===== src/rtl/core/stoch_pkg.sv =====
// ----------------------------------------------------------------------------
// Stochastic oscillator package
// Shared widths, constants and register indexes.
// ----------------------------------------------------------------------------
package stoch_pkg;

	localparam int K_MAX_DEF      = 64;
	localparam int D_MAX_DEF      = 16;
	localparam int PRICE_BITS_DEF = 32;

	localparam int IN_W   = 32;
	localparam int KV_W   = 15;
	localparam int KP_W   = 7;
	localparam int DP_W   = 5;
	localparam int CFG_W  = 7;
	localparam int IDX_W  = 1;

	localparam logic [KV_W-1:0] KD_FULL = 15'd25600;
	localparam logic [KV_W-1:0] KD_HALF = 15'd12800;

	localparam logic [IDX_W-1:0] REG_K_PERIOD = 1'b0;
	localparam logic [IDX_W-1:0] REG_D_PERIOD = 1'b1;

	// Step control handed from the top level down the cell row
	typedef struct packed {
		logic shift;   // a new bar enters cell 0, or the row rotates during the scan
		logic clear;   // restart: empty the fill marks
	} cell_ctl_t;

endpackage


===== src/rtl/core/stoch_cell.sv =====
// ----------------------------------------------------------------------------
// Window cell
// Holds one bar (high, low) and a fill mark; passes its bar to the next cell.
// ----------------------------------------------------------------------------
module stoch_cell #(
	parameter int PRICE_BITS = stoch_pkg::PRICE_BITS_DEF
) (
	input  logic                  clk,
	input  logic                  arst_n,
	input  stoch_pkg::cell_ctl_t  ctl,
	input  logic [PRICE_BITS-1:0] hi_in,
	input  logic [PRICE_BITS-1:0] lo_in,
	input  logic                  vld_in,
	output logic [PRICE_BITS-1:0] hi_out,
	output logic [PRICE_BITS-1:0] lo_out,
	output logic                  vld_out
);

	logic [PRICE_BITS-1:0] hi_q;
	logic [PRICE_BITS-1:0] lo_q;
	logic                  vld_q;

	always_ff @(posedge clk or negedge arst_n) begin
		if (!arst_n) begin
			vld_q <= 1'b0;
		end else if (ctl.clear) begin
			vld_q <= 1'b0;
		end else if (ctl.shift) begin
			vld_q <= vld_in;
		end
	end

	always_ff @(posedge clk) begin
		if (ctl.shift) begin
			hi_q <= hi_in;
			lo_q <= lo_in;
		end
	end

	assign hi_out  = hi_q;
	assign lo_out  = lo_q;
	assign vld_out = vld_q;

endmodule


===== src/rtl/core/stoch_div.sv =====
// ----------------------------------------------------------------------------
// Scaled ratio divider
// floor(num*25600/den) for num < den, one quotient bit per cycle.
// ----------------------------------------------------------------------------
module stoch_div #(
	parameter int PRICE_BITS = stoch_pkg::PRICE_BITS_DEF
) (
	input  logic                       clk,
	input  logic                       arst_n,
	input  logic                       start,
	input  logic [PRICE_BITS-1:0]      num,
	input  logic [PRICE_BITS-1:0]      den,
	output logic                       done,
	output logic [stoch_pkg::KV_W-1:0] quo
);

	localparam int BW = 4;

	logic [PRICE_BITS-1:0]      num_q;
	logic [PRICE_BITS-1:0]      den_q;
	logic [PRICE_BITS-1:0]      rem_q;
	logic [stoch_pkg::KV_W-1:0] quo_q;
	logic [BW-1:0]              bit_q;
	logic                       busy_q;
	logic                       done_q;

	logic [PRICE_BITS-1:0]      r1;
	logic [PRICE_BITS-1:0]      r2;
	logic [stoch_pkg::KV_W-1:0] q1;
	logic [stoch_pkg::KV_W-1:0] q2;

	always_comb begin
		q1 = {quo_q[stoch_pkg::KV_W-2:0], 1'b0};
		if (rem_q >= den_q - rem_q) begin
			r1 = rem_q - (den_q - rem_q);
			q1 = q1 + 1'b1;
		end else begin
			r1 = rem_q + rem_q;
		end
		r2 = r1;
		q2 = q1;
		if (stoch_pkg::KD_FULL[bit_q]) begin
			if (r1 >= den_q - num_q) begin
				r2 = r1 - (den_q - num_q);
				q2 = q1 + 1'b1;
			end else begin
				r2 = r1 + num_q;
			end
		end
	end

	always_ff @(posedge clk or negedge arst_n) begin
		if (!arst_n) begin
			busy_q <= 1'b0;
			done_q <= 1'b0;
			bit_q  <= '0;
		end else begin
			done_q <= 1'b0;
			if (start) begin
				busy_q <= 1'b1;
				bit_q  <= BW'(stoch_pkg::KV_W - 1);
			end else if (busy_q) begin
				bit_q <= bit_q - 1'b1;
				if (bit_q == '0) begin
					busy_q <= 1'b0;
					done_q <= 1'b1;
				end
			end
		end
	end

	always_ff @(posedge clk) begin
		if (start) begin
			num_q <= num;
			den_q <= den;
			rem_q <= '0;
			quo_q <= '0;
		end else if (busy_q) begin
			rem_q <= r2;
			quo_q <= q2;
		end
	end

	assign done = done_q;
	assign quo  = quo_q;

endmodule


===== src/rtl/core/stochastic_oscillator.sv =====
// ----------------------------------------------------------------------------
// Stochastic oscillator %K / %D
// Row of window cells scanned one per cycle, then bit-serial dividers for %K and %D.
// ----------------------------------------------------------------------------
// %K needs no divide when the window is flat or the close is at or beyond the
// window extremes; the scan covers the whole cell row whatever k_period is.
// Throughput: one bar at a time; a bar is taken every cycle while the window
// fills, and while %D is still filling a bar gives no result and skips the %D
// divide. Scan = K_MAX-step rotation of the cell row, then a 15-step %K divide
// and a 15-step divide of the sum by d_period.
// Reset: asynchronous, active low; window and %K history are empty after it.
module stochastic_oscillator #(
	parameter int K_MAX      = stoch_pkg::K_MAX_DEF,
	parameter int D_MAX      = stoch_pkg::D_MAX_DEF,
	parameter int PRICE_BITS = stoch_pkg::PRICE_BITS_DEF
) (
	input  logic                        clk,
	input  logic                        arst_n,
	input  logic                        s_tvalid,
	output logic                        s_tready,
	input  logic [95:0]                 s_tdata,  // high_price, low_price, close_price
	output logic                        m_tvalid,
	input  logic                        m_tready,
	output logic [31:0]                 m_tdata,  // k_value, d_value, pad
	input  logic                        cfg_we,
	input  logic [stoch_pkg::IDX_W-1:0] cfg_index,
	input  logic [stoch_pkg::CFG_W-1:0] cfg_data
);

	localparam int KW  = $clog2(K_MAX + 1);
	localparam int DW  = $clog2(D_MAX + 1);
	localparam int HW  = (D_MAX > 1) ? $clog2(D_MAX) : 1;
	localparam int SW  = stoch_pkg::KV_W + DW;
	localparam int KV  = stoch_pkg::KV_W;
	localparam int AW  = $clog2(KV + 1);

	typedef enum logic [2:0] {ST_IDLE, ST_SCAN, ST_DIV, ST_SUM, ST_AVG, ST_OUT} state_t;

	state_t                 state_q;
	logic [stoch_pkg::KP_W-1:0] kp_reg_q;
	logic [stoch_pkg::DP_W-1:0] dp_reg_q;
	logic [KW-1:0]          bars_q;
	logic [KW-1:0]          scan_q;
	logic [PRICE_BITS-1:0]  hh_q, ll_q, cl_q;
	logic [KV-1:0]          kv_q;
	logic [KV-1:0]          hist_q [D_MAX];
	logic [HW-1:0]          hpos_q;
	logic [DW-1:0]          kcnt_q;
	logic [SW-1:0]          ksum_q;
	logic [SW-1:0]          arem_q;
	logic [KV-1:0]          aquo_q;
	logic [AW-1:0]          abit_q;
	logic [31:0]            out_q;
	logic                   mv_q;

	logic [KW-1:0] kp_eff;
	logic [DW-1:0] dp_eff;

	always_comb begin
		if (kp_reg_q == '0) kp_eff = KW'(1);
		else if (32'(kp_reg_q) > K_MAX) kp_eff = KW'(K_MAX);
		else kp_eff = KW'(kp_reg_q);
		if (dp_reg_q == '0) dp_eff = DW'(1);
		else if (32'(dp_reg_q) > D_MAX) dp_eff = DW'(D_MAX);
		else dp_eff = DW'(dp_reg_q);
	end

	// cell row: cell 0 takes the new bar; during the scan the row rotates
	stoch_pkg::cell_ctl_t ctl;
	logic [PRICE_BITS-1:0] hi_w [K_MAX+1];
	logic [PRICE_BITS-1:0] lo_w [K_MAX+1];
	logic                  v_w  [K_MAX+1];
	logic                  accept;
	logic                  scan_rot;
	logic                  scan_end;
	logic                  scan_use;
	logic                  out_load;

	assign scan_rot  = (state_q == ST_SCAN);
	assign scan_end  = (scan_q == KW'(K_MAX));
	// last cell shows bar K_MAX-1-scan_q; the window is the newest kp_eff bars
	assign scan_use  = scan_rot && !scan_end && (32'(scan_q) + 32'(kp_eff) >= K_MAX);
	assign out_load  = (state_q == ST_OUT) && (!mv_q || m_tready);

	assign accept    = s_tvalid && s_tready;
	assign s_tready  = (state_q == ST_IDLE);
	assign ctl.shift = accept || (scan_rot && !scan_end);
	assign ctl.clear = cfg_we;
	assign hi_w[0]   = scan_rot ? hi_w[K_MAX] : s_tdata[PRICE_BITS-1:0];
	assign lo_w[0]   = scan_rot ? lo_w[K_MAX] : s_tdata[32 +: PRICE_BITS];
	assign v_w[0]    = scan_rot ? v_w[K_MAX] : 1'b1;

	for (genvar g = 0; g < K_MAX; g++) begin : g_cell
		stoch_cell #(.PRICE_BITS(PRICE_BITS)) u_cell (
			.clk(clk), .arst_n(arst_n), .ctl(ctl),
			.hi_in(hi_w[g]), .lo_in(lo_w[g]), .vld_in(v_w[g]),
			.hi_out(hi_w[g+1]), .lo_out(lo_w[g+1]), .vld_out(v_w[g+1])
		);
	end

	logic                  div_start, div_done;
	logic [PRICE_BITS-1:0] div_num, div_den;
	logic [KV-1:0]         div_quo;

	stoch_div #(.PRICE_BITS(PRICE_BITS)) u_div (
		.clk(clk), .arst_n(arst_n), .start(div_start),
		.num(div_num), .den(div_den), .done(div_done), .quo(div_quo)
	);

	logic          k_special;
	logic [KV-1:0] k_fixed;
	always_comb begin
		k_special = 1'b1;
		k_fixed   = stoch_pkg::KD_HALF;
		div_num   = cl_q - ll_q;
		div_den   = hh_q - ll_q;
		if (hh_q == ll_q) begin
			k_fixed = stoch_pkg::KD_HALF;
		end else if (hh_q > ll_q) begin
			if (cl_q <= ll_q) k_fixed = '0;
			else if (cl_q >= hh_q) k_fixed = stoch_pkg::KD_FULL;
			else k_special = 1'b0;
		end else begin
			div_num = ll_q - cl_q;
			div_den = ll_q - hh_q;
			if (cl_q >= ll_q) k_fixed = '0;
			else if (cl_q <= hh_q) k_fixed = stoch_pkg::KD_FULL;
			else k_special = 1'b0;
		end
	end
	assign div_start = scan_rot && scan_end && !k_special;

	logic [HW-1:0] old_idx;
	assign old_idx = HW'((32'(hpos_q) + D_MAX - 32'(dp_eff)) % D_MAX);

	// first %D step starts from the sum bits above the quotient
	logic [SW-1:0] arem_cur;
	logic [SW-1:0] arem_sh;
	logic [SW-1:0] dp_w;
	logic [AW-1:0] a_idx;
	assign arem_cur = (abit_q == '0) ? (ksum_q >> KV) : arem_q;
	assign a_idx    = AW'(KV - 1) - abit_q;
	assign arem_sh  = {arem_cur[SW-2:0], ksum_q[a_idx]};
	assign dp_w     = SW'(dp_eff);

	always_ff @(posedge clk or negedge arst_n) begin
		if (!arst_n) begin
			state_q  <= ST_IDLE;
			kp_reg_q <= 7'd14;
			dp_reg_q <= 5'd3;
			bars_q   <= '0;
			kcnt_q   <= '0;
			ksum_q   <= '0;
			hpos_q   <= '0;
			mv_q     <= 1'b0;
			scan_q   <= '0;
			abit_q   <= '0;
		end else begin
			if (out_load) mv_q <= 1'b1;
			else if (m_tready) mv_q <= 1'b0;
			if (cfg_we) begin
				unique case (cfg_index)
					stoch_pkg::REG_K_PERIOD: kp_reg_q <= cfg_data;
					stoch_pkg::REG_D_PERIOD: dp_reg_q <= cfg_data[stoch_pkg::DP_W-1:0];
					default: ;
				endcase
				bars_q <= '0;
				kcnt_q <= '0;
				ksum_q <= '0;
			end
			unique case (state_q)
				ST_IDLE: begin
					if (accept) begin
						if (32'(bars_q) < K_MAX) bars_q <= bars_q + 1'b1;
						if (bars_q + 1'b1 >= kp_eff || 32'(bars_q) >= K_MAX) begin
							state_q <= ST_SCAN;
							scan_q  <= '0;
						end
					end
				end
				ST_SCAN: begin
					if (scan_end) begin
						state_q <= k_special ? ST_SUM : ST_DIV;
					end else begin
						scan_q <= scan_q + 1'b1;
					end
				end
				ST_DIV: begin
					if (div_done) state_q <= ST_SUM;
				end
				ST_SUM: begin
					if (kcnt_q >= dp_eff) begin
						ksum_q <= ksum_q - SW'(hist_q[old_idx]) + SW'(kv_q);
					end else begin
						kcnt_q <= kcnt_q + 1'b1;
						ksum_q <= ksum_q + SW'(kv_q);
					end
					hpos_q <= HW'((32'(hpos_q) + 1) % D_MAX);
					if (kcnt_q >= dp_eff || kcnt_q + 1'b1 >= dp_eff) begin
						state_q <= ST_AVG;
						abit_q  <= '0;
					end else begin
						state_q <= ST_IDLE;
					end
				end
				ST_AVG: begin
					if (32'(abit_q) == KV - 1) state_q <= ST_OUT;
					abit_q <= abit_q + 1'b1;
				end
				ST_OUT: begin
					if (out_load) state_q <= ST_IDLE;
				end
				default: state_q <= ST_IDLE;
			endcase
		end
	end

	always_ff @(posedge clk) begin
		if (accept) begin
			cl_q <= s_tdata[64 +: PRICE_BITS];
			hh_q <= '0;
			ll_q <= '1;
		end
		if (scan_use) begin
			if (hi_w[K_MAX] > hh_q) hh_q <= hi_w[K_MAX];
			if (lo_w[K_MAX] < ll_q) ll_q <= lo_w[K_MAX];
		end
		if (scan_rot && scan_end) kv_q <= k_fixed;
		if (div_done) kv_q <= div_quo;
		if (state_q == ST_SUM) begin
			hist_q[hpos_q] <= kv_q;
			aquo_q <= '0;
		end
		// restoring divide of k_sum by d_period, one quotient bit a cycle
		if (state_q == ST_AVG) begin
			if (arem_sh >= dp_w) begin
				arem_q <= arem_sh - dp_w;
				aquo_q <= {aquo_q[KV-2:0], 1'b1};
			end else begin
				arem_q <= arem_sh;
				aquo_q <= {aquo_q[KV-2:0], 1'b0};
			end
		end
		if (out_load) out_q <= {2'b00, aquo_q, kv_q};
	end

	assign m_tvalid = mv_q;
	assign m_tdata  = out_q;

endmodule


===== config.mk =====
export PLATFORM = sky130hd
export DESIGN_NAME = stochastic_oscillator
export DESIGN_NICKNAME = d
export VERILOG_FILES = /design/src/rtl/core/stoch_pkg.sv /design/src/rtl/core/stoch_cell.sv /design/src/rtl/core/stoch_div.sv /design/src/rtl/core/stochastic_oscillator.sv
export SDC_FILE = /design/constraint.sdc
export NUM_CORES = 2
export LEC_CHECK = 0
export BUFFER_PORTS_ARGS = -buffer_cell sky130_fd_sc_hd__buf_2
export CELL_PAD_IN_SITES_DETAIL_PLACEMENT = 1
export CELL_PAD_IN_SITES_GLOBAL_PLACEMENT = 1
export CORE_ASPECT_RATIO = 0.7
export CORE_UTILIZATION = 23
export DETAILED_ROUTE_END_ITERATION = 8
export PLACE_DENSITY = 0.46
export SYNTH_ARGS = -nofsm -noshare
export SYNTH_HDL_FRONTEND = slang
export SYNTH_HIERARCHICAL = 1
export SYNTH_SLANG_ARGS = --single-unit

===== constraint.sdc =====
create_clock -name clk -period 113.7 [get_ports clk]
set_input_delay 17.055 -clock clk [delete_from_list [all_inputs] [get_ports clk]]
set_output_delay 17.055 -clock clk [all_outputs]
set_load 0.03 [all_outputs]

After elaboration in Yosys (flattened, before gate mapping) --
Memory sizes are Yosys's and may differ from the RTL's. Index checks and enable logic that the tools add are counted.
Storage, ports and cells: bits in read-only memories 16, memories 2, input bits 109, word-level logic and storage cells 327, bits in writable memories 240, flip-flop bits (word level) 4451
Memory list:
- hist_q | depth 16, bits a word 15, rd ports 1, clocked after Yosys merged registers in 0, write ports 1, line stochastic_oscillator.sv:46 | logic [KV-1:0] hist_q [D_MAX];
- (name not given) | depth 16, bits a word 1, rd ports 1, clocked after Yosys merged registers in 0, write ports 0, line stoch_div.sv:42 | if (stoch_pkg::KD_FULL[bit_q]) begin
Operators by class: add/sub/neg operators 26, bitwise logic cells 1, order comparisons 20, reductions and logical operators 29, muxes and demuxes 81, eq/ne operators 16
Operators with widths (count):
- $mux W32 | 15
- $sub A32 B32 Y32 | 8
- $mux W15 | 13
- $ge A32 B32 Y1 | 4
- $add A32 B32 Y32 | 2
- $gt A32 B32 Y1 | 2
- $le A32 B32 Y1 | 2
- $mux W7 | 9
- $mux W20 | 3
- $add A20 B15 Y20 | 2
- $mux W19 | 2
- $eq A32 B32 Y1 | 1
- $lt A32 B32 Y1 | 1
- $add A15 B1 Y15 const B | 2
- $mux W5 | 5
- $mux W3 | 7
- $ge A20 B5 Y1 | 1
- $mux W1 | 20
- $sub A20 B15 Y20 | 1
- $sub A19 B5 Y19 | 1
- $pmux W3 S6 | 1
- $add A7 B1 Y7 const B | 2
- $pmux W7 S2 | 1
- $add A4 B1 Y4 const B | 3
- 36 further kinds | 65

Depth between registers and ports, before layout --
An unclocked memory read counts as a cell.
word-level depth 9, mapped depth 47, mapped depth without buffers 44

Hierarchy --
Netlist, hierarchy kept.
Modules (own cells, without submodules):
- stoch_cell | seq. area each 1946.9 sq um, area each 1960.6 sq um, cells each 67, times used 64
- stochastic_oscillator | seq. area each 13404.1 sq um, area each 31171.1 sq um, cells each 2974, times used 1
- stoch_div | seq. area each 3012.9 sq um, area each 12759.7 sq um, cells each 1574, times used 1

Worst setup path after synthesis --
OpenSTA, ideal clock, no wires.
path kind input to register, start input port s_tvalid, end register g_cell[0].u_cell.hi_q[0], enable pin, setup slack 1.404 ns, cell stages on the path 2, data arrival time 84.064 ns, path through nand2_1 nand2_1
RTL lines:
- start, declared | line stochastic_oscillator.sv:19 | input logic s_tvalid,
- end signal, assigned | line stoch_cell.sv:35 | hi_q <= hi_in;
- end, declared | line stoch_cell.sv:19 | logic [PRICE_BITS-1:0] hi_q;

==> flow_metrics.py <==
metrics = {
    "status": {
        "outcome": "completed",
    },
    "cts": {
        "cts_setup_buffers": 0,
        "postCtsHoldBufs": 0,
        "clock_sinks": 4691,
        "ctsHtreeMaxLevel": 5,
        "clk_latency_ns": 1.03,
        "cts_buffers": 449,
        "clock_tree_from_tritoncts": "built",
        "ctsRootBufferMaster": "sky130_fd_sc_hd__clkbuf_16",
        "number_of_instances_resized_during_post_cts_repair": 0,
        "ctsLongestPathBuffers": 4,
        "cts_clock_pin_slew_for_the_worst_setup_and_hold_paths_ns": 0.07,
    },
    "sta": {
        "max_slew.worst_pin.slew_ns": 1.152,
        "skew_ns": 0.1482,
        "hold_violations": 0,
        "setup-violations-final": 0,
        "final_min_period_over_clock_period_pct": 21.44,
        "totalNegativeSetupSlack_ns": 0,
        "report.final.slew_viol_count": 0,
        "min_period_ns": 24.38,
        "max-slew-margin-rel_pct": 23.22,
        "worst_slack_ns": 89.32,
        "rsz0062_at_grt": "no",
        "max_clock_freq_ghz": 0.04103,
    },
    "drt": {
        "remaining_drc_errors": 0,
        "top_layer": "met5",
        "drt_pass1_iterations": 5,
        "wl_um": 344100,
        "detailroute.wirelength.met3_um": 14610,
        "post_drt_wl_per_cell_um": 17.98,
        "detail_route.iter0.violations": 6370,
        "wl_met1_um": 174900,
        "met2_wirelength_um": 144600,
        "routed_via_density": 3.931,
        "routed-via-count": 75224,
        "final_antenna_net_count": 0,
    },
    "critical_path": {
        "cp-start-kind": "input pin",
        "regToRegSetupSlack_ns": 102.27,
        "setup.worst_path.end_class": "flop",
        "critPathArrivalTime_ns": 24.92,
        "criticalPathCategory": "in2reg",
        "data_required_time_at_the_worst_endpoint_ns": 114.25,
        "highest_fanout_seen_on_the_critical_path": 162,
    },
    "grt": {
        "globalRouteOverflowTotal": 0,
        "maximum_number_of_pins_on_one_net_before_global_route_repair": 204,
        "grt_first_pass_wirelength_um": 515600,
        "grt_pass1_vias": 77757,
        "grt_antenna_before_repair": 40,
        "grt_usage_pct": 9.171,
    },
    "job": {
        "cap_viol_max_count": 0,
    },
    "floorplan": {
        "io-pin-count": 143,
        "coreArea_sq_um": 722400,
        "dieHeight_um": 714.8,
        "rows": 261,
        "die_width_um": 1020,
        "start_util_pct": 23.11,
        "design.die.area_sq_um": 729200,
    },
    "pwr": {
        "leakagePower_nw": 58.74,
        "share_comb_of_total_power_pct": 2.5,
        "max-vdd-ir-drop_uv": 15.55,
        "p_switching_mw": 0.7057,
        "reg_power_share_pct": 54.4,
        "p_clk_share_pct": 43.0,
        "power_switching_share_pct": 20.58,
        "power.density_cell_area_nw_per_um2": 17.64,
        "intPower_mw": 2.723,
    },
    "synthesis": {
        "syn-mean-instance-area_sq_um": 19.31,
        "post_synth_instance_area_sq_um": 166900,
        "netlist_instances": 8643,
        "synth_warnings": 6,
    },
    "placement": {
        "detailed_place_hpwl_um": 218100,
        "globalplace.congestion": 0.8287,
        "dpl_worst_slack_ns": 88.17,
        "count_of_buffers_inserted_at_the_top_level_ports": 140,
    },
    "finish": {
        "multiInputGateArea_sq_um": 25750,
        "fillerInstances": 75031,
        "seqCellArea_sq_um": 139400,
        "drive_above_1_share_pct": 11.45,
        "finalNetCount": 9742,
        "layout_overhead_on_the_synthesized_area_pct": 16.44,
    },
    "hold_path": {
        "min-delay-path-class": "reg2reg",
    },
}
path summary, 6_finish.rpt:
| check | from | endpoint | cells after the start |
|---|---|---|---|
| worst min-delay path | g_cell[22].u_cell/lo_out[6]$_DFFE_PP_ | g_cell[23].u_cell/lo_out[6]$_DFFE_PP_ | 0 |
| worst max-delay path | s_tvalid | g_cell[3].u_cell/lo_out[11]$_DFFE_PP_ | 12 |
| worst min register to register | g_cell[22].u_cell/lo_out[6]$_DFFE_PP_ | g_cell[23].u_cell/lo_out[6]$_DFFE_PP_ | 0 |
| worst max register to register | u_div/rem_q[1]$_SDFFE_PP0P_ | u_div/quo[3]$_SDFFE_PP0P_ | 39 |
| min in group asynchronous | arst_n | m_tvalid$_DFFE_PN0P_ | 1 |
| max in group asynchronous | arst_n | u_div/busy_q$_DFF_PN0_ | 1 |
cell type report:
| class | instances | area share, % |
|---|---|---|
| diodes | 6 | 0.007725 |
| clock buffers | 556 | 6.057 |
| clock inverters | 270 | 1.444 |
| inverters | 298 | 0.5774 |
| multi-input cells | 3483 | 13.25 |
| flip-flops and latches | 4691 | 71.73 |
| well taps | 9599 | 6.179 |
| repair buffers | 232 | 0.7558 |
flip-flops by register name, indices dropped and copies added, names as in the netlist, 32 cells and up:
register / flops
u_div/rem_q: 32
u_div/num_q: 32
cl_q: 32
u_div/den_q: 32
g_cell.u_cell/hi_out: 2048
g_cell.u_cell/lo_out: 2048
ll_q: 32
hh_q: 32
hist_q: 240
placed cells by master, fill, tap and decap left out, drive strengths merged, types with 171 or more instances in the layout:
| cell type | count |
|---|---|
| edfxtp | 4511 |
| clkbuf | 556 |
| ha | 452 |
| nand2 | 443 |
| a21oi | 388 |
| nor2 | 326 |
| inv | 308 |
| o21ai | 271 |
| buf | 232 |
| clkinv | 205 |
| xnor2 | 185 |
| a21o | 171 |
metal layers:
metal	global-route usage, %	vias up
li1	-	34480
met1	14.10	38835
met2	13.30	1340
met3	1.387	565
met4	2.573	4
met5	0	-
worst max-delay path, cell delays in order:
cell,delay [ns]
sky130_fd_sc_hd__buf_2,0.11
sky130_fd_sc_hd__nand2_1,0.06
sky130_fd_sc_hd__buf_4,0.24
sky130_fd_sc_hd__nand2_4,0.63
sky130_fd_sc_hd__buf_4,0.65
sky130_fd_sc_hd__buf_12,0.61
sky130_fd_sc_hd__buf_12,0.68
sky130_fd_sc_hd__buf_4,0.83
sky130_fd_sc_hd__buf_4,0.80
sky130_fd_sc_hd__buf_4,0.83
sky130_fd_sc_hd__buf_4,0.88
sky130_fd_sc_hd__buf_4,0.91
power by group through the flow:
stage | Clock (mW) | Combinational [mW] | Sequential (mW)
floorplan | 0 | 0.0601 | 1.90
global placement | 0 | 0.0851 | 1.90
detailed placement | 0 | 0.0878 | 1.90
CTS | 1.54 | 0.0882 | 1.87
global route | 1.60 | 0.0964 | 1.87
finish | 1.47 | 0.0873 | 1.87
metrics by stage:
step	hold slack, ns	area (sq um)	util (%)	power (mW)	instances
2_1_floorplan	0.4003	166900	-	1.963	8644
3_3_place_gp	0.4003	179800	24.89	1.989	18303
3_5_place_dp	0.4051	179800	24.89	1.991	18303
4_1_cts	0.3154	194300	26.90	3.497	19129
5_1_grt	0.3156	194400	26.91	3.559	19132
6_report	0.3240	194400	26.91	3.429	19135
Power figures use the tool's default switching activity.
